[src/rtl/core/rsc_pkg.sv]
// Shared types, codes and constants of the integer core with DRAM row timing.
package rsc_pkg;

	localparam int DATA_ADDR_BITS_DEF = 19;
	localparam int PROGRAM_WORDS_DEF  = 131072;
	localparam int PC_BITS            = 17;
	localparam int ROW_SHIFT          = 10;
	localparam int APB_ADDR_BITS      = 3;
	localparam int QUEUE_DEPTH        = 2;
	localparam int QPTR_BITS          = $clog2(QUEUE_DEPTH);

	typedef enum logic [3:0] {
		OP_ADD  = 4'd0,
		OP_SUB  = 4'd1,
		OP_MUL  = 4'd2,
		OP_SLT  = 4'd3,
		OP_ADDI = 4'd4,
		OP_BEQ  = 4'd5,
		OP_BNE  = 4'd6,
		OP_J    = 4'd7,
		OP_LW   = 4'd8,
		OP_SW   = 4'd9
	} opcode_t;

	typedef enum logic [2:0] {
		CL_ALU,
		CL_BEQ,
		CL_BNE,
		CL_JUMP,
		CL_LOAD,
		CL_STORE,
		CL_NOP
	} op_class_t;

	typedef enum logic [1:0] {
		AL_ADD,
		AL_SUB,
		AL_MUL,
		AL_SLT
	} alu_op_t;

	typedef enum logic [1:0] {
		BK_CLEAR,
		BK_READ,
		BK_EXEC,
		BK_LOAD
	} bk_state_t;

	localparam logic [1:0] EV_NONE  = 2'd0;
	localparam logic [1:0] EV_FIRST = 2'd1;
	localparam logic [1:0] EV_SWAP  = 2'd2;

	localparam logic ST_OK       = 1'b0;
	localparam logic ST_BAD_ADDR = 1'b1;

	localparam logic CFG_ROW_DELAY = 1'b0;
	localparam logic CFG_COL_DELAY = 1'b1;

	typedef struct packed {
		op_class_t          op_class;
		alu_op_t            alu_op;
		logic [4:0]         dest;
		logic [4:0]         src;
		logic [4:0]         second;
		logic               use_imm;
		logic [31:0]        imm;
		logic [PC_BITS-1:0] target;
	} qentry_t;

	typedef struct packed {
		logic [7:0] row_delay;
		logic [7:0] col_delay;
	} cfg_t;

	typedef struct packed {
		logic [PC_BITS-1:0] next_pc;
		logic               reg_written;
		logic [4:0]         written_reg;
		logic [31:0]        written_value;
		logic [9:0]         mem_latency;
		logic [1:0]         row_event;
		logic               status;
	} result_t;

endpackage

[src/rtl/core/rsc_ifs.sv]
// Handshake interfaces for the instruction and result channels.
interface rsc_in_if;
	logic               valid;
	logic               ready;
	logic [3:0]         opcode;
	logic [4:0]         dest_reg;
	logic [4:0]         src_reg;
	logic [4:0]         second_reg;
	logic               use_immediate;
	logic signed [17:0] immediate;
	logic [16:0]        branch_target;

	modport source(output valid, opcode, dest_reg, src_reg, second_reg, use_immediate,
		immediate, branch_target, input ready);
	modport sink(input valid, opcode, dest_reg, src_reg, second_reg, use_immediate,
		immediate, branch_target, output ready);
endinterface


[src/rtl/core/rsc_front.sv]
// Front end: accepts instructions, decodes them and reduces the branch target.
module rsc_front
	import rsc_pkg::*;
#(
	parameter int PROGRAM_WORDS = PROGRAM_WORDS_DEF
) (
	input  logic         clk,
	input  logic         arst_n,
	rsc_in_if.sink       inst,
	input  logic         clearing,
	input  logic         full,
	output logic         push,
	output qentry_t      entry
);

	// Target modulo PROGRAM_WORDS by a reciprocal multiply: exact for all 17-bit targets.
	localparam int P_BITS     = $clog2(PROGRAM_WORDS);
	localparam int SHIFT      = PC_BITS + P_BITS;
	localparam longint unsigned RECIP =
		((64'd1 << SHIFT) + longint'(PROGRAM_WORDS) - 64'd1) / longint'(PROGRAM_WORDS);
	localparam int RECIP_BITS = PC_BITS + 2;
	localparam int PROD_BITS  = SHIFT + PC_BITS;
	localparam int QP_BITS    = PC_BITS + P_BITS + 1;

	logic                 valid_s1;
	qentry_t              entry_s1;
	logic [PROD_BITS-1:0] prod_s1;
	qentry_t              dec;
	logic                 accept;
	logic [PC_BITS-1:0]   quot;
	logic [QP_BITS-1:0]   qp;
	logic [QP_BITS-1:0]   rem;

	assign inst.ready = !clearing && (!valid_s1 || !full);
	assign accept     = inst.valid && inst.ready;
	assign push       = valid_s1 && !full;

	always_comb begin
		dec          = '0;
		dec.dest     = inst.dest_reg;
		dec.src      = inst.src_reg;
		dec.second   = inst.second_reg;
		dec.use_imm  = inst.use_immediate;
		dec.imm      = {{14{inst.immediate[17]}}, inst.immediate};
		dec.target   = inst.branch_target;
		dec.op_class = CL_NOP;
		dec.alu_op   = AL_ADD;
		case (inst.opcode)
			OP_ADD: begin
				dec.op_class = CL_ALU;
			end
			OP_SUB: begin
				dec.op_class = CL_ALU;
				dec.alu_op   = AL_SUB;
			end
			OP_MUL: begin
				dec.op_class = CL_ALU;
				dec.alu_op   = AL_MUL;
			end
			OP_SLT: begin
				dec.op_class = CL_ALU;
				dec.alu_op   = AL_SLT;
			end
			OP_ADDI: begin
				dec.op_class = CL_ALU;
				dec.use_imm  = 1'b1;
			end
			OP_BEQ:  dec.op_class = CL_BEQ;
			OP_BNE:  dec.op_class = CL_BNE;
			OP_J:    dec.op_class = CL_JUMP;
			OP_LW:   dec.op_class = CL_LOAD;
			OP_SW:   dec.op_class = CL_STORE;
			default: dec.op_class = CL_NOP;
		endcase
	end

	always_ff @(posedge clk or negedge arst_n) begin
		if (!arst_n) begin
			valid_s1 <= 1'b0;
		end else if (accept) begin
			valid_s1 <= 1'b1;
		end else if (push) begin
			valid_s1 <= 1'b0;
		end
	end

	always_ff @(posedge clk) begin
		if (accept) begin
			entry_s1 <= dec;
			prod_s1  <= PROD_BITS'(inst.branch_target) * PROD_BITS'(RECIP_BITS'(RECIP));
		end
	end

	always_comb begin
		quot  = prod_s1[SHIFT +: PC_BITS];
		qp    = QP_BITS'(quot) * QP_BITS'(PROGRAM_WORDS);
		rem   = QP_BITS'(entry_s1.target) - qp;
		entry = entry_s1;
		entry.target = rem[PC_BITS-1:0];
	end

endmodule

[src/flat_wrapper.sv]
// flat-port wrapper written by rule: the top's interface ports become plain ports
module rsc_front_flat import rsc_pkg::*;
#(
	parameter int PROGRAM_WORDS = PROGRAM_WORDS_DEF
)
  (clk, arst_n, clearing, full, push, entry, inst_valid, inst_opcode, inst_dest_reg, inst_src_reg, inst_second_reg, inst_use_immediate, inst_immediate, inst_branch_target, inst_ready);
  rsc_in_if inst_i ();
  input  logic clk;
  input  logic arst_n;
  input  logic clearing;
  input  logic full;
  output logic push;
  output qentry_t entry;
  input wire logic [$bits(inst_i.valid)-1:0] inst_valid;
  input wire logic [$bits(inst_i.opcode)-1:0] inst_opcode;
  input wire logic [$bits(inst_i.dest_reg)-1:0] inst_dest_reg;
  input wire logic [$bits(inst_i.src_reg)-1:0] inst_src_reg;
  input wire logic [$bits(inst_i.second_reg)-1:0] inst_second_reg;
  input wire logic [$bits(inst_i.use_immediate)-1:0] inst_use_immediate;
  input wire logic [$bits(inst_i.immediate)-1:0] inst_immediate;
  input wire logic [$bits(inst_i.branch_target)-1:0] inst_branch_target;
  output wire logic [$bits(inst_i.ready)-1:0] inst_ready;
  assign inst_i.valid = inst_valid;
  assign inst_i.opcode = inst_opcode;
  assign inst_i.dest_reg = inst_dest_reg;
  assign inst_i.src_reg = inst_src_reg;
  assign inst_i.second_reg = inst_second_reg;
  assign inst_i.use_immediate = inst_use_immediate;
  assign inst_i.immediate = inst_immediate;
  assign inst_i.branch_target = inst_branch_target;
  assign inst_ready = inst_i.ready;
  rsc_front #(.PROGRAM_WORDS(PROGRAM_WORDS)) u_core (.clk(clk), .arst_n(arst_n), .inst(inst_i), .clearing(clearing), .full(full), .push(push), .entry(entry));
endmodule
[config.mk]
export PLATFORM = sky130hd
export DESIGN_NAME = rsc_front_flat
export DESIGN_NICKNAME = d
export VERILOG_FILES = /design/src/rtl/core/rsc_pkg.sv /design/src/rtl/core/rsc_ifs.sv /design/src/rtl/core/rsc_front.sv /design/src/flat_wrapper.sv
export SDC_FILE = /design/constraint.sdc
export NUM_CORES = 1
export LEC_CHECK = 0
export ABC_AREA = 1
export ABC_CLOCK_PERIOD_IN_PS = 6050
export BUFFER_PORTS_ARGS = -buffer_cell sky130_fd_sc_hd__buf_2
export CORE_UTILIZATION = 42
export CTS_BUF_LIST = sky130_fd_sc_hd__clkbuf_4
export CTS_CLUSTER_DIAMETER = 60
export DETAILED_ROUTE_END_ITERATION = 7
export HOLD_SLACK_MARGIN = 0.03
export PLACE_DENSITY_LB_ADDON = 0.2
export SETUP_SLACK_MARGIN = 0.1
export SYNTH_ARGS = -nofsm -noshare
export SYNTH_HDL_FRONTEND = slang
export SYNTH_SLANG_ARGS = --single-unit
[constraint.sdc]
create_clock -name clk -period 6.05 [get_ports clk]
set_input_delay 1.21 -clock clk [delete_from_list [all_inputs] [get_ports clk]]
set_output_delay 1.21 -clock clk [all_outputs]
set_load 0.1 [all_outputs]
==> summary.md <==
| Metric | Value |
|---|---|
| Post-cts sizing count | `0` |
| Synth warn | `0` |
| RSZ-0062 raised after global routing | `false` |
| Post-synth top area share | `87.84%` |
| Largest cells by area after synthesis | `edfxtp_1, buf_4, nor2_1` |
| Hold_sp | `u_core.valid_s1$_DFFE_PN0P_` |
| WHS | `approximately 540 ps` |
| Max Root-Sink Buffers | `2` |
| Slowest CP cell | `buf_2` |
| Routability Congestion | `a little over 0.7` |
| HPWL after detailed placement | `~2500 um` |
| Leak | `~1.2 nW` |
| R2R Path End | `u_core.entry[68]$_DFFE_PP_` |
| ANT nets after route | `0` |
| Arr. time, crit path | `1960 ps` |
| Global-route wire length before repair | `5209 um` |
| Worst-Skew Late Latency | `approximately 370 ps` |
| Worst setup EP type | `primary output` |
| Area growth from synthesis to layout | `37.84%` |
| Drt first pass iters | `4` |
| Worst-path cell chain | `buf_2 > nand2_1 > inv_1 > nor2_1 > buf_2` |
| Maximum vdd drop | `160.5 uV` |
| Routed len/inst | `roughly 12 um` |
| WL final | `between 3000 and 4000 um` |
| R2R cell count | `4` |
| Hold buffer count at CTS | `0` |
| Die W | `roughly 70 um` |
| Synth area leader | `edfxtp_1` |
| Max cap viols | `0` |
| DR vias/cell | `approximately 4.3` |
| Synth Register Bits | `57` |
| Slew headroom | `a little under three fifths` |
| Met3 WL | `around 400 um` |
| End-of-flow core utilization | `about three fifths` |
| CP bufs+invs | `3` |
| CORE AREA | `4354 um2` |
| Num CTS Buffers | `9` |
| FMAX | `about 0.32 GHz` |
| Cell Pwr Density | `between 300 and 400 nW/um2` |
| Layout cells sized above 1 | `63.32%` |
| FF-to-FF Start | `u_core.valid_s1$_DFFE_PN0P_` |
| Setup CP Type | `in -> out` |
| Crit start category | `input pin` |
| Reg2reg setup slack | `~4400 ps` |
| DRT iter0 DRCs | `52` |
| Setup-failing EPs final | `0` |
| Total GRT Usage | `about 15%` |
| DP Area | `2539 um2` |
| Total power | `approximately 860 uW` |
| Largest net degree at the start of global routing | `57` |
| CTS sink count | `between 50 and 60` |
| # IOs | `132` |
| Hold Crit Class | `reg -> reg` |
| Post-synth cell types | `11` |
| Via count | `~1200` |
| Initial Util | `a little over two fifths` |
| Chip height | `approximately 70 um` |
| Layout Nets | `roughly 280` |
| Final Skew | `~5.3 ps` |
| CP required | `between 4000 and 5000 ps` |
| DRC Markers | `0` |
| Register area share after synthesis | `roughly nine tenths` |
| Delay-heaviest family, CP | `buffers and inverters` |
| Status | `finished clean` |
| Vias in the first global route | `1162` |
| Site Rows | `24` |
| DIE AREA | `approximately 4800 um2` |
| CTS Root Cell | `clkbuf_4` |
| Worst Hold Path EP | `u_core.valid_s1$_DFFE_PN0P_` |
| Cell mode on critical path | `buf_2` |
| Fin. max-slew vios | `0` |
| Mapped Area | `around 1900 um2` |
| H-tree depth | `3` |
| Metal-1 WL | `1242 um` |
| Cell area after layout | `between 2000 and 3000 um2` |
| Gate Count Post-Synth | `96` |
| Post-CTS Setup Bufs | `0` |
| Top sig layer | `met4` |
| Diode count | `0` |
| CP max stage delay | `430 ps` |
| GRT Residual Overflow | `0` |
| Met2 routed WL | `roughly 1800 um` |
| Syn Area/Cell | `~20 um2` |
| Clk pin slew, worst setup/hold paths | `approximately 90 ps` |
| CTS tree | `yes` |
| Slew @ Worst Pin | `673.7 ps` |
| Initial antenna violation count | `0` |
| Hold depth | `2` |
| Setup tns final | `0 ps` |
| Syn_nets | `between 150 and 200` |
| Crit path max fanout | `2` |
| Final Cycle Share | `a little over half` |
| I/O Buffers | `approximately 130` |
| Fin. Hold Viols | `0` |
| Post-layout min period | `around 3200 ps` |
[metrics by stage]
step	instances	setup slack [ps]
3_3_place_gp	265	2918
5_1_grt	281	2812
6_report	281	2881
3_5_place_dp	265	2887
2_1_floorplan	96	382.3
4_1_cts	281	2883
[cell families after synthesis]
kind of cell / share of synthesized area [%]
buffers and inverters: 7.059
and+or+nand+nor: 3.006
AOI/OAI and AO/OA: 0.7841
DFF: 89.15
[synthesized netlist by cell type (all sizes together)]
| cell | number |
|---|---|
| buf | 14 |
| clkbuf | 1 |
| dfrtp | 1 |
| edfxtp | 56 |
| inv | 7 |
| nand2 | 3 |
| nand3 | 1 |
| nor2 | 8 |
| nor3 | 1 |
| o21ai | 3 |
| or2 | 1 |
[power by group]
part           switching, mW  total, mW  internal, mW
Clock                  0.122      0.204        0.0824
Sequential           0.00394      0.458         0.454
Combinational          0.167      0.195        0.0281
Total                  0.292      0.857         0.564
[flip-flops by register name (all words and copies together), names as in the netlist]
| register | flops |
|---|---|
| u_core.valid_s1 | 1 |
| u_core.entry | 39 |
| u_core.entry_s1 | 17 |
[placed cells by master, fill, tap and decap left out]
cell type,count
nand3_1,1
dfrtp_1,1
clkinv_1,4
nor2_1,8
clkbuf_4,10
or2_1,1
buf_2,131
o21ai_0,3
nand2_1,3
clkinv_2,2
inv_1,7
buf_4,1
edfxtp_1,56
nor3_2,1
[worst max path at each step]
stage / start / end / cells past startpoint
after global placement: full / inst_ready / 5
after CTS: full / inst_ready / 5
final: full / inst_ready / 5
after detailed placement: full / inst_ready / 5
after global routing: full / inst_ready / 5
after floorplan: clearing / u_core.entry[17]$_DFFE_PP_ / 1
[final cells by class]
cell class                 count  area [um2]
clock buffer                  10       75.07
inverter                       7       26.28
timing repair buffer         132       663.1
fill                         362        1715
tap                           52       65.06
clock inverter                 6       25.02
multi-input combinational     17       77.57
sequential                    57        1707
[layer usage]
layer	vias to the layer above	GRT usage, %
met5	-	0
met4	0	12.02
met3	7	7.994
met2	76	23.30
met1	542	14.90
li1	592	-
[tightest hold or removal path: stages, from the launching register on]
cell and delay [ps]:
dfrtp_1 350, nand2_1 80, o21ai_0 80
Note: power is estimated with default switching activity, not from simulation.
