`src/rtl/core/rsc_pkg.sv`:
```
// Shared types, codes and constants of the integer core with DRAM row timing.
package rsc_pkg;

	localparam int DATA_ADDR_BITS_DEF = 19;
	localparam int PROGRAM_WORDS_DEF  = 131072;
	localparam int PC_BITS            = 17;
	localparam int ROW_SHIFT          = 10;
	localparam int APB_ADDR_BITS      = 3;
	localparam int QUEUE_DEPTH        = 2;
	localparam int QPTR_BITS          = $clog2(QUEUE_DEPTH);

	typedef enum logic [3:0] {
		OP_ADD  = 4'd0,
		OP_SUB  = 4'd1,
		OP_MUL  = 4'd2,
		OP_SLT  = 4'd3,
		OP_ADDI = 4'd4,
		OP_BEQ  = 4'd5,
		OP_BNE  = 4'd6,
		OP_J    = 4'd7,
		OP_LW   = 4'd8,
		OP_SW   = 4'd9
	} opcode_t;

	typedef enum logic [2:0] {
		CL_ALU,
		CL_BEQ,
		CL_BNE,
		CL_JUMP,
		CL_LOAD,
		CL_STORE,
		CL_NOP
	} op_class_t;

	typedef enum logic [1:0] {
		AL_ADD,
		AL_SUB,
		AL_MUL,
		AL_SLT
	} alu_op_t;

	typedef enum logic [1:0] {
		BK_CLEAR,
		BK_READ,
		BK_EXEC,
		BK_LOAD
	} bk_state_t;

	localparam logic [1:0] EV_NONE  = 2'd0;
	localparam logic [1:0] EV_FIRST = 2'd1;
	localparam logic [1:0] EV_SWAP  = 2'd2;

	localparam logic ST_OK       = 1'b0;
	localparam logic ST_BAD_ADDR = 1'b1;

	localparam logic CFG_ROW_DELAY = 1'b0;
	localparam logic CFG_COL_DELAY = 1'b1;

	typedef struct packed {
		op_class_t          op_class;
		alu_op_t            alu_op;
		logic [4:0]         dest;
		logic [4:0]         src;
		logic [4:0]         second;
		logic               use_imm;
		logic [31:0]        imm;
		logic [PC_BITS-1:0] target;
	} qentry_t;

	typedef struct packed {
		logic [7:0] row_delay;
		logic [7:0] col_delay;
	} cfg_t;

	typedef struct packed {
		logic [PC_BITS-1:0] next_pc;
		logic               reg_written;
		logic [4:0]         written_reg;
		logic [31:0]        written_value;
		logic [9:0]         mem_latency;
		logic [1:0]         row_event;
		logic               status;
	} result_t;

endpackage

```
`src/rtl/core/rsc_queue.sv`:
```
// Short instruction queue between the front end and the back end.
module rsc_queue
	import rsc_pkg::*;
(
	input  logic    clk,
	input  logic    arst_n,
	input  logic    push,
	input  qentry_t entry,
	output logic    full,
	input  logic    pop,
	output logic    head_valid,
	output qentry_t head
);

	qentry_t              ent_q [QUEUE_DEPTH];
	logic [QPTR_BITS-1:0] wr_ptr_q;
	logic [QPTR_BITS-1:0] rd_ptr_q;
	logic [QPTR_BITS:0]   count_q;

	assign full       = count_q == (QPTR_BITS+1)'(QUEUE_DEPTH);
	assign head_valid = count_q != '0;
	assign head       = ent_q[rd_ptr_q];

	always_ff @(posedge clk or negedge arst_n) begin
		if (!arst_n) begin
			wr_ptr_q <= '0;
			rd_ptr_q <= '0;
			count_q  <= '0;
		end else begin
			if (push) begin
				wr_ptr_q <= wr_ptr_q + 1'b1;
			end
			if (pop) begin
				rd_ptr_q <= rd_ptr_q + 1'b1;
			end
			if (push && !pop) begin
				count_q <= count_q + 1'b1;
			end else if (pop && !push) begin
				count_q <= count_q - 1'b1;
			end
		end
	end

	always_ff @(posedge clk) begin
		if (push) begin
			ent_q[wr_ptr_q] <= entry;
		end
	end

endmodule

```
`config.mk`:
```
export PLATFORM = sky130hd
export DESIGN_NAME = rsc_queue
export DESIGN_NICKNAME = d
export VERILOG_FILES = /design/src/rtl/core/rsc_pkg.sv /design/src/rtl/core/rsc_queue.sv
export SDC_FILE = /design/constraint.sdc
export NUM_CORES = 1
export LEC_CHECK = 0
export BUFFER_PORTS_ARGS = -buffer_cell sky130_fd_sc_hd__clkbuf_2
export CORE_MARGIN = 10
export CORE_UTILIZATION = 56
export CTS_BUF_LIST = sky130_fd_sc_hd__clkbuf_8 sky130_fd_sc_hd__clkbuf_16
export CTS_CLUSTER_SIZE = 28
export DETAILED_ROUTE_END_ITERATION = 8
export PLACE_DENSITY = 0.84
export SYNTH_ARGS = -nofsm -noshare
export SYNTH_HDL_FRONTEND = slang
export SYNTH_SLANG_ARGS = --single-unit
```
`constraint.sdc`:
```
create_clock -name clk -period 7.5 [get_ports clk]
set_clock_uncertainty 0.05 [all_clocks]
set_input_delay 0.75 -clock clk [delete_from_list [all_inputs] [get_ports clk]]
set_output_delay 0.75 -clock clk [all_outputs]
set_load 0.02 [all_outputs]
```
==> results of run 1 <==
## path summary, 6_finish.rpt
check                                             from                      to  slack (ns)  cells after the start
worst max-delay path              rd_ptr_q$_DFFE_PN0P_                head[46]        4.14                      3
worst min-delay path                         entry[43]  ent_q[1][43]$_DFFE_PP_        0.38                      1
worst max register to register    wr_ptr_q$_DFFE_PN0P_  ent_q[0][45]$_DFFE_PP_        5.24                      2
worst min register to register  count_q[1]$_DFFE_PN0P_  count_q[1]$_DFFE_PN0P_        0.44                      1
max in group asynchronous                       arst_n    rd_ptr_q$_DFFE_PN0P_        6.71                      2
min in group asynchronous                       arst_n    wr_ptr_q$_DFFE_PN0P_        0.54                      2
## registers in the layout, indices dropped and copies added (netlist names)
signal	cells
count_q	2
ent_q	140
rd_ptr_q	1
wr_ptr_q	1
## placed cells by master (no fill, tap or decap), types with 2 or more instances in the layout
cell type / netlist / final
buf_4: 0 / 2
bufinv_16: 0 / 4
clkbuf_16: 0 / 16
clkbuf_2: 0 / 145
clkinv_1: 0 / 2
clkinv_2: 0 / 2
clkinv_4: 0 / 3
dfrtp_1: 4 / 3
edfxtp_1: 140 / 140
inv_1: 1 / 5
mux2_4: 69 / 69
xor2_1: 4 / 4
## power by group through the flow
stage	clock, mW	combinational (mW)	sequential, mW
floorplan	0	0.776	1.13
finish	0.829	0.896	1.16
CTS	0.843	0.915	1.16
detailed placement	0	0.911	1.18
global placement	0	0.901	1.16
global route	0.880	0.953	1.18
## logic make-up (layout without fill, tap and decap cells)
kind of cell / count (synthesis) / count (layout) / share of synthesized area [%]
and+or+nand+nor: 5 / 5 / 0.5147
adders and majority gates: 1 / 1 / 0.2237
buffers and inverters: 9 / 181 / 2.775
muxes: 70 / 70 / 18.73
xor gates and xnor gates: 5 / 5 / 0.7831
DFF: 144 / 144 / 76.97
## Yosys cell counts
library cell  count  area (µm²)
xnor2_1           1       8.760
ha_1              1       12.51
and2_1            1       6.260
mux2_4           69        1036
xor2_1            4       35.03
buf_6             1       11.26
nor2b_1           2       12.51
inv_1             1       3.750
buf_12            7       140.1
dfrtp_1           4       100.1
nor2_1            1       3.750
mux2_2            1       11.26
or2_2             1       6.260
edfxtp_1        140        4204
## worst max-delay path, delay by kind of cell, from the launching register on
| family | cells | cell delay [ns] |
|---|---|---|
| buffers and inverters | 2 | 0.88 |
| DFF | 1 | 0.77 |
| muxes | 1 | 0.36 |
## layout make-up
type                            count  area (µm²)  area share (%)
Timing Repair Buffer              148       750.7           10.78
Clock inverter                     15       178.9           2.569
Clock buffer                       17       414.1           5.947
Tap cell                          133       166.4           2.390
Multi-Input combinational cell     81        1142           16.40
Inverter                            1       3.754         0.05390
Sequential cell                   144        4308           61.86
## routing by layer
metal,vias up,share of wire [%],GRT usage [%]
met2,118,50,22.66
met1,1286,41,15.85
met3,6,8.8,7.173
li1,1249,-,-
met4,0,0.72,5.354
met5,-,0,0
## metrics by stage
step                      util (%)  cell area, µm²  worst slack, ns
after global routing         71.58            6964            4.002
after global placement       65.38            6361            4.674
after detailed placement     65.38            6361            4.665
after floorplan                  -            5592            3.122
final                        71.58            6964            4.140
after CTS                    71.58            6964            4.096
## what timing repair did
action	4_1_cts	5_1_grt
hold buffers	1	0
setup buffers	0	0
hold endpoints to repair	4	0
==> results.toml, run 1 <==
[setup_path]
worst-setup-path-type = "reg -> out"
crit_path_cell_trace = "buf_4, mux2_4, clkbuf_2"
critPathLaunchType = "flop"
critical-path-max-stage-delay_ns = 0.77
timing.critical_path.fanout_max = 43
timing.critical_path.to_type = "output pin"
required_ns = 6.70
timing.critical_path.slowest_stage_cell = "dfrtp_4"
worst-endpoint-arrival_ns = 2.56

[yosys]
yosysSeqAreaShare_pct = 76.97
synth_warnings = 0
synth_cell_types = 14
synth_net_count = 309
syn-cell-area_mm2 = 0.005592
post_synth_inst_count = 234
synth_area_per_cell_um2 = 23.90
ys_ff_latch = 144

[finish]
finalNonFillerCells = 539
antenna_cells_inserted = 0
num-fill-cells = 628
area.growth.synth_to_final_pct = 24.55
num-nets-final = 468
post_route_cells_drive_above_1_share_pct = 60.84

[sta]
drv_slew = 0
rel_slew_slack_pct = 32.50
fin_tns_setup_ns = 0
holdWs_ns = 0.3753
setup_repair_after_global_routing_missed_its_margin = "no"
timing.final.hold_violations = 0
final_min_period_over_clock_period_pct = 44.80
report.final.setup_viol = 0
tightestPinTransition_ns = 1.010
maxClockFrequency_mhz = 297.6
post-route-min-period_ns = 3.360

[power]
power_leakage_nw = 2.904
combinational_share_of_power_pct = 31.1
switchingPower_mw = 0.8699
worst_ir_drop_vdd_uv = 289.2
netSwitchingFraction_pct = 30.18
p_total_mw = 2.882
power_report.internal_total_mw = 2.012
power.density_mw_per_mm2 = 413.9
p_clk_share_pct = 28.8
pwr-share-seq_pct = 40.1

[clocking]
clock_buffer_count_from_cts = 17
cts_tree = "yes"
source_to_sink_clock_delay_at_the_later_pin_of_the_worst_skew_pair_ns = 0.51
cts_root_buffer = "clkbuf_8"
cts-root-to-sink-buffers = 2
clk_pin_slew_ns = 0.06
cts-resized-gates = 0
clkSinkCount = 144
number_of_levels_in_the_clock_h_tree = 4

[floorplan]
floorplan.initialDensity_pct = 57.47
die_h_um = 119.9
num_io_pins = 146
die-width_um = 119.9
std_cell_rows = 36
die-area_mm2 = 0.01438
total_core_area_mm2 = 0.009729

[global_routing]
globalRoute.totalOverflow = 0
grt_start_max_net_pins = 71
groute.usage.overall_pct = 14.12
vias_in_the_first_global_route = 2977
grt_first_pass_wirelength_mm = 15.67
antenna_found_initial = 0

[status]
outcome = "finished clean"

[placed_design]
dpl.cell_count = 506
gp_congestion = 0.6926
numPortBuffers = 145

[route]
via_density = 4.933
wire_per_inst_um = 18.62
route.vias.total = 2659
drc_errors = 0
drt-pass1-iter-count = 4
final_routed_wirelength_mm = 10.04
drtAntennaViolNets = 0
drt-initial-drc-count = 114

[worst_hold_path]
worstHoldPathType = "in -> reg"

[job]
drv_cap = 0
Note: power is estimated with default switching activity, not from simulation.
==> run 2, diff against run 1 <==
--- a/config.mk
+++ b/config.mk
@@ -7,11 +7,11 @@
 export LEC_CHECK = 0
 export BUFFER_PORTS_ARGS = -buffer_cell sky130_fd_sc_hd__clkbuf_2
 export CORE_MARGIN = 10
-export CORE_UTILIZATION = 56
+export CORE_UTILIZATION = 52
 export CTS_BUF_LIST = sky130_fd_sc_hd__clkbuf_8 sky130_fd_sc_hd__clkbuf_16
 export CTS_CLUSTER_SIZE = 28
 export DETAILED_ROUTE_END_ITERATION = 8
-export PLACE_DENSITY = 0.84
+export PLACE_DENSITY = 0.79
 export SYNTH_ARGS = -nofsm -noshare
 export SYNTH_HDL_FRONTEND = slang
 export SYNTH_SLANG_ARGS = --single-unit
==> constraint.sdc (replaced) <==
create_clock -name clk -period 3.2 [get_ports clk]
set_clock_uncertainty 0.05 [all_clocks]
set_input_delay 0.32 -clock clk [delete_from_list [all_inputs] [get_ports clk]]
set_output_delay 0.32 -clock clk [all_outputs]
set_load 0.02 [all_outputs]
==> run 2 against run 1 <==
Compared with the run above:
- count of clock-buffer cells in the layout up 5
- worst hold slack worse by 0.27 ns
- first-iteration DRC count up 44%
- critical path type unchanged
==> results.toml, run 2 (same netlist as run 1, synthesis figures left out) <==
[status]
outcome = "finished clean"

[finish]
layout_commonest_cell = "clkbuf_2"
num-nets-final = 542
final_cell_mix = "clkbuf_2, edfxtp_1, dlygate4sd3_1"
final_core_util_pct = 74.69
register_area_mm2 = 0.004308
top_regs = "ent_q (140), count_q (2)"
num-fill-cells = 632
multiInputGateArea_mm2 = 0.001142
post_route_cells_drive_above_1_share_pct = 52.92
area.growth.synth_to_final_pct = 39.14
top_register = "ent_q"
largest_register_ffs = 140

[global_routing]
antenna_found_initial = 2
grt_first_pass_wirelength_mm = 17.40
globalRoute.totalOverflow = 0
groute.usage.overall_pct = 15.15
grt_start_max_net_pins = 71
vias_in_the_first_global_route = 3342

[route]
wire_per_inst_um = 18.23
drt-pass1-iter-count = 4
route.vias.total = 2978
via_density = 4.819
drtAntennaViolNets = 0
drt-initial-drc-count = 164
final_routed_wirelength_mm = 11.27
drc_errors = 0

[clocking]
cts_root_buffer = "clkbuf_8"
clock_buffer_count_from_cts = 17
clk_pin_slew_ns = 0.06
source_to_sink_clock_delay_at_the_later_pin_of_the_worst_skew_pair_ns = 0.50
postCtsSetupRepairBufs = 0
cts-root-to-sink-buffers = 2
cts_tree = "yes"
number_of_levels_in_the_clock_h_tree = 4
clkSinkCount = 144

[sta]
tightestPinTransition_ns = 0.9493
fin_tns_setup_ns = 0
rel_slew_slack_pct = 36.71
holdWs_ns = 0.1057
drv_slew = 0
maxClockFrequency_mhz = 397.1
setup_repair_after_global_routing_missed_its_margin = "no"
final_min_period_over_clock_period_pct = 78.69
report.final.setup_viol = 0
post-route-min-period_ns = 2.518
timing.final.hold_violations = 0

[setup_path]
timing.critical_path.slowest_stage_cell = "dfrtp_4"
worst-setup-path-type = "reg -> out"
timing.critical_path.to_type = "output pin"
critical-path-max-stage-delay_ns = 0.67
timing.critical_path.fanout_max = 20
required_ns = 2.83
critPathLaunchType = "flop"
worst-endpoint-arrival_ns = 2.15
crit_path_cell_trace = "buf_4, mux2_2, clkbuf_2"

[placed_design]
numPortBuffers = 145
gp_congestion = 0.7071
post-dp-hpwl_mm = 7.160

[floorplan]
die-width_um = 123.7
die-area_mm2 = 0.01530
total_core_area_mm2 = 0.01042
num_io_pins = 146
floorplan.initialDensity_pct = 53.68
die_h_um = 123.7
std_cell_rows = 37

[power]
worst_ir_drop_vdd_uv = 585.3
power.density_mw_per_mm2 = 901.9
power_leakage_nw = 3.228

[worst_hold_path]
worstHoldPathType = "in -> async"

[job]
drv_cap = 0
run 2: worst paths after layout:
check | slack [ns] | start | cells after the start | to
worst max-delay path | 0.68 | rd_ptr_q$_DFFE_PN0P_ | 3 | head[49]
max in group asynchronous | 2.85 | arst_n | 2 | rd_ptr_q$_DFFE_PN0P_
min in group clk | 0.49 | count_q[1]$_DFFE_PN0P_ | 1 | count_q[1]$_DFFE_PN0P_
worst min-delay path | 0.11 | arst_n | 2 | rd_ptr_q$_DFFE_PN0P_
worst max register to register | 1.46 | wr_ptr_q$_DFFE_PN0P_ | 2 | ent_q[0][0]$_DFFE_PP_
worst min register to register | 0.49 | count_q[1]$_DFFE_PN0P_ | 1 | count_q[1]$_DFFE_PN0P_
run 2: routing by layer:
layer / share of wire [%] / global-route usage, %
met1: 36 / 16.22
met2: 54 / 25.83
met3: 8.5 / 6.471
met4: 1.7 / 6.332
met5: 0 / 0
run 2: layout make-up:
cell class                 count  share of cell area (%)
sequential                   144                   55.37
timing repair buffer         222                   19.43
multi-input combinational     81                   14.68
clock buffer                  22                   6.208
tap                          136                   2.187
clock inverter                10                   2.010
antenna                        2                 0.06433
inverter                       1                 0.04825
run 2: repair_timing:
action	4_1_cts	5_1_grt
setup endpoints to repair	0	0
resized for setup	0	0
endpoints found under the hold margin	146	0
hold buffers	73	0
run 2: stage by stage:
step | worst slack (ns) | instance area, µm² | cells | total power, mW
2_1_floorplan | 0.4903 | 5594 | 234 | 4.455
3_3_place_gp | 1.230 | 6405 | 511 | 4.892
3_5_place_dp | 1.212 | 6405 | 511 | 4.946
4_1_cts | 0.6528 | 7775 | 616 | 7.079
5_1_grt | 0.5623 | 7780 | 618 | 7.323
6_report | 0.6818 | 7780 | 618 | 7.017
run 2: report_power, final:
part / switching, mW / internal (mW) / total [mW]
logic: 1.22 / 1.04 / 2.27
registers: 0.178 / 2.51 / 2.69
clock network: 0.695 / 1.36 / 2.06
total: 2.10 / 4.92 / 7.02
run 2: worst max-delay path, delay by kind of cell, from the launching register on:
kind / cells / cell delay (ns)
flops: 1 / 0.67
buf+inv: 2 / 0.58
mux: 1 / 0.38
==> run 3, diff against run 2 <==
--- a/config.mk
+++ b/config.mk
@@ -5,6 +5,7 @@
 export SDC_FILE = /design/constraint.sdc
 export NUM_CORES = 1
 export LEC_CHECK = 0
+export ABC_AREA = 1
 export BUFFER_PORTS_ARGS = -buffer_cell sky130_fd_sc_hd__clkbuf_2
 export CORE_MARGIN = 10
 export CORE_UTILIZATION = 52
==> constraint.sdc (replaced) <==
create_clock -name clk -period 2.5 [get_ports clk]
set_clock_uncertainty 0.05 [all_clocks]
set_input_delay 0.25 -clock clk [delete_from_list [all_inputs] [get_ports clk]]
set_output_delay 0.25 -clock clk [all_outputs]
set_load 0.02 [all_outputs]
==> run 3 against run 2 <==
Compared with the run above:
- die area up 0.27%
- cell count up 1.5%
- sequential share of layout area up 0.21 points
- critical path depth unchanged
- clock power up 20%
- core utilization down 0.28 points
- synthesized cell count up 3.8%
- highest routed layer unchanged
==> results.toml, run 3 <==
[clocking]
clock_buffer_count_from_cts = 17
cts-root-to-sink-buffers = 2
cts_tree = "yes"
source_to_sink_clock_delay_at_the_later_pin_of_the_worst_skew_pair_ns = 0.50
clkSinkCount = 144
clk_pin_slew_ns = 0.06
cts_root_buffer = "clkbuf_8"
postCtsSetupRepairBufs = 0
postCtsHoldBufs = 73
cts-resized-gates = 0
number_of_levels_in_the_clock_h_tree = 4

[placed_design]
post-dp-hpwl_mm = 7.533
dpl.cell_count = 522
post_placement_cell_area_mm2 = 0.006422
detailedPlace.worstSlack_ns = 0.8672
numPortBuffers = 145
gp_congestion = 0.7045

[worst_hold_path]
worstHoldPathType = "in -> async"

[finish]
largest_register_ffs = 140
final_cell_mix = "clkbuf_2, edfxtp_1, dlygate4sd3_1"
final_core_util_pct = 74.41
finalNonFillerCells = 627
layout_commonest_cell = "clkbuf_2"
antenna_cells_inserted = 0
post_route_cells_drive_above_1_share_pct = 51.93
stdcell_area_mm2 = 0.007751
num-nets-final = 553
top_regs = "ent_q (140), count_q (2)"
top_register = "ent_q"
area.growth.synth_to_final_pct = 38.19

[yosys]
ys_ff_latch = 144
synth_commonest_cells = "edfxtp_1, mux2_4, buf_12, inv_1, nand2_1"
yosysSeqAreaShare_pct = 76.73
synth_top_cell_by_area = "edfxtp_1"
synth_enable_flop_cells = 140
adder_cell_share_of_the_synthesized_area_pct = 0.2231
synth_warnings = 0
muxShareOfSynthArea_pct = 18.67
synthXorXnorAreaFrac_pct = 0.4684
yosys_most_used_dff = "edfxtp_1"
synth_net_count = 318
post_synth_main_area_contributors = "edfxtp_1, mux2_4, buf_12, dfrtp_1, inv_1"
synth_cell_types = 14
post_synth_and_or_nand_nor_area_fraction_pct = 0.7361
synth_area_per_cell_um2 = 23.08
synth_most_common_cell = "edfxtp_1"
largest_family_of_logic_cells_by_synthesized_area = "multiplexers"
syn-cell-area_mm2 = 0.005609
synth_largest_type_area_fraction_pct = 74.95
synth_compound_area_share_pct = 0
post_synth_inst_count = 243
synth-async-reset-ratio_pct = 2.778

[global_routing]
groute.usage.overall_pct = 15.57
globalRoute.totalOverflow = 0
global_route.peak_usage_layer = "met2"
grt_first_pass_wirelength_mm = 18.04
vias_in_the_first_global_route = 3378
antenna_found_initial = 0
grtUsageMet3_pct = 5.701
grtUsageMet1_pct = 17.73
grt_start_max_net_pins = 54
use_met2_pct = 26.39

[floorplan]
total_core_area_mm2 = 0.01042
die-width_um = 123.9
num_io_pins = 146
floorplan.initialDensity_pct = 53.85
std_cell_rows = 37
die-area_mm2 = 0.01534
die_h_um = 123.9

[sta]
maxClockFrequency_mhz = 460.3
final_min_period_over_clock_period_pct = 86.89
report.final.setup_viol = 0
fin_tns_setup_ns = 0
drv_slew = 0
setup_repair_after_global_routing_missed_its_margin = "no"
final_critical_path_setup_slack_ns = 0.3277
timing.final.hold_violations = 0
post-route-min-period_ns = 2.172
rel_slew_slack_pct = 58.18
tightestPinTransition_ns = 0.6272

[setup_path]
required_ns = 2.20
timing.critical_path.to_type = "output pin"
critical-path-max-stage-delay_ns = 0.43
timing.critical_path.fanout_max = 53
critPathLaunchType = "flop"
crit-reg2reg-launch = "wr_ptr_q$_DFFE_PN0P_"
worst-setup-path-type = "reg -> out"
worst-endpoint-arrival_ns = 1.87
timing.critical_path.slowest_stage_cell = "dfrtp_4"
crit_path_cell_trace = "buf_12, mux2_2, clkbuf_2"
startpoint = "rd_ptr_q$_DFFE_PN0P_"

[route]
drt-pass1-iter-count = 4
route.vias.total = 3033
drtAntennaViolNets = 0
final_routed_wirelength_mm = 11.62
drc_errors = 0
drt-initial-drc-count = 164
wire_per_inst_um = 18.54
via_density = 4.837

[power]
power_leakage_nw = 3.236
worst_ir_drop_vdd_uv = 690.3
power.density_mw_per_mm2 = 1140

[job]
drv_cap = 0

[status]
outcome = "finished clean"
-- run 3: stage by stage --
step / hold slack [ns] / total power [mW]
floorplan: -0.09559 / 5.700
global placement: 0.01142 / 6.272
detailed placement: 0.01345 / 6.344
CTS: 0.005665 / 8.933
global route: 0.01287 / 9.247
finish: 0.03541 / 8.833
-- run 3: report_power, final --
part	leakage, nW	switching [mW]	total [mW]	internal (mW)
sequential	1.36	0.140	3.35	3.21
combinational	1.59	1.67	3.00	1.33
clock	0.287	0.950	2.48	1.53
-- run 3: worst max-delay path, delay by kind of cell, from the launching register on --
family                 cells  cell delay [ns]
buffers and inverters      2             0.48
DFF                        1             0.43
muxes                      1             0.38
-- run 3: kinds of logic after synthesis --
family	count (synthesis)
flip-flops	144
multiplexers	70
buffers and inverters	15
AND/OR/NAND/NOR	10
XOR/XNOR	3
adder cells (fa/ha/maj)	1
-- run 3: final timing paths --
path                                           to  depth (start not counted)  slack [ns]
max reg2reg                 ent_q[1][9]$_DFFE_PP_                          3        0.96
min reg2reg                count_q[1]$_DFFE_PN0P_                          2        0.45
min in group clk           ent_q[0][61]$_DFFE_PP_                          2        0.43
max in group asynchronous    rd_ptr_q$_DFFE_PN0P_                          2        2.23
max                                      head[49]                          3        0.33
min                        count_q[0]$_DFFE_PN0P_                          2        0.04
-- run 3: cell type report --
type | instances | area [µm²]
Clock buffer | 17 | 414.1
Timing Repair Buffer | 224 | 1514
Multi-Input combinational cell | 84 | 1135
Clock inverter | 15 | 183.9
Sequential cell | 144 | 4308
Tap cell | 136 | 170.2
Fill cell | 623 | 2665
Inverter | 7 | 26.28
-- run 3: per-layer routing --
layer | wire length (µm) | up-vias | share of wire, %
li1 | - | 1424 | -
met1 | 4451 | 1486 | 38
met2 | 6059 | 113 | 52
met3 | 975 | 10 | 8.4
met4 | 136 | 0 | 1.2
met5 | 0 | - | 0
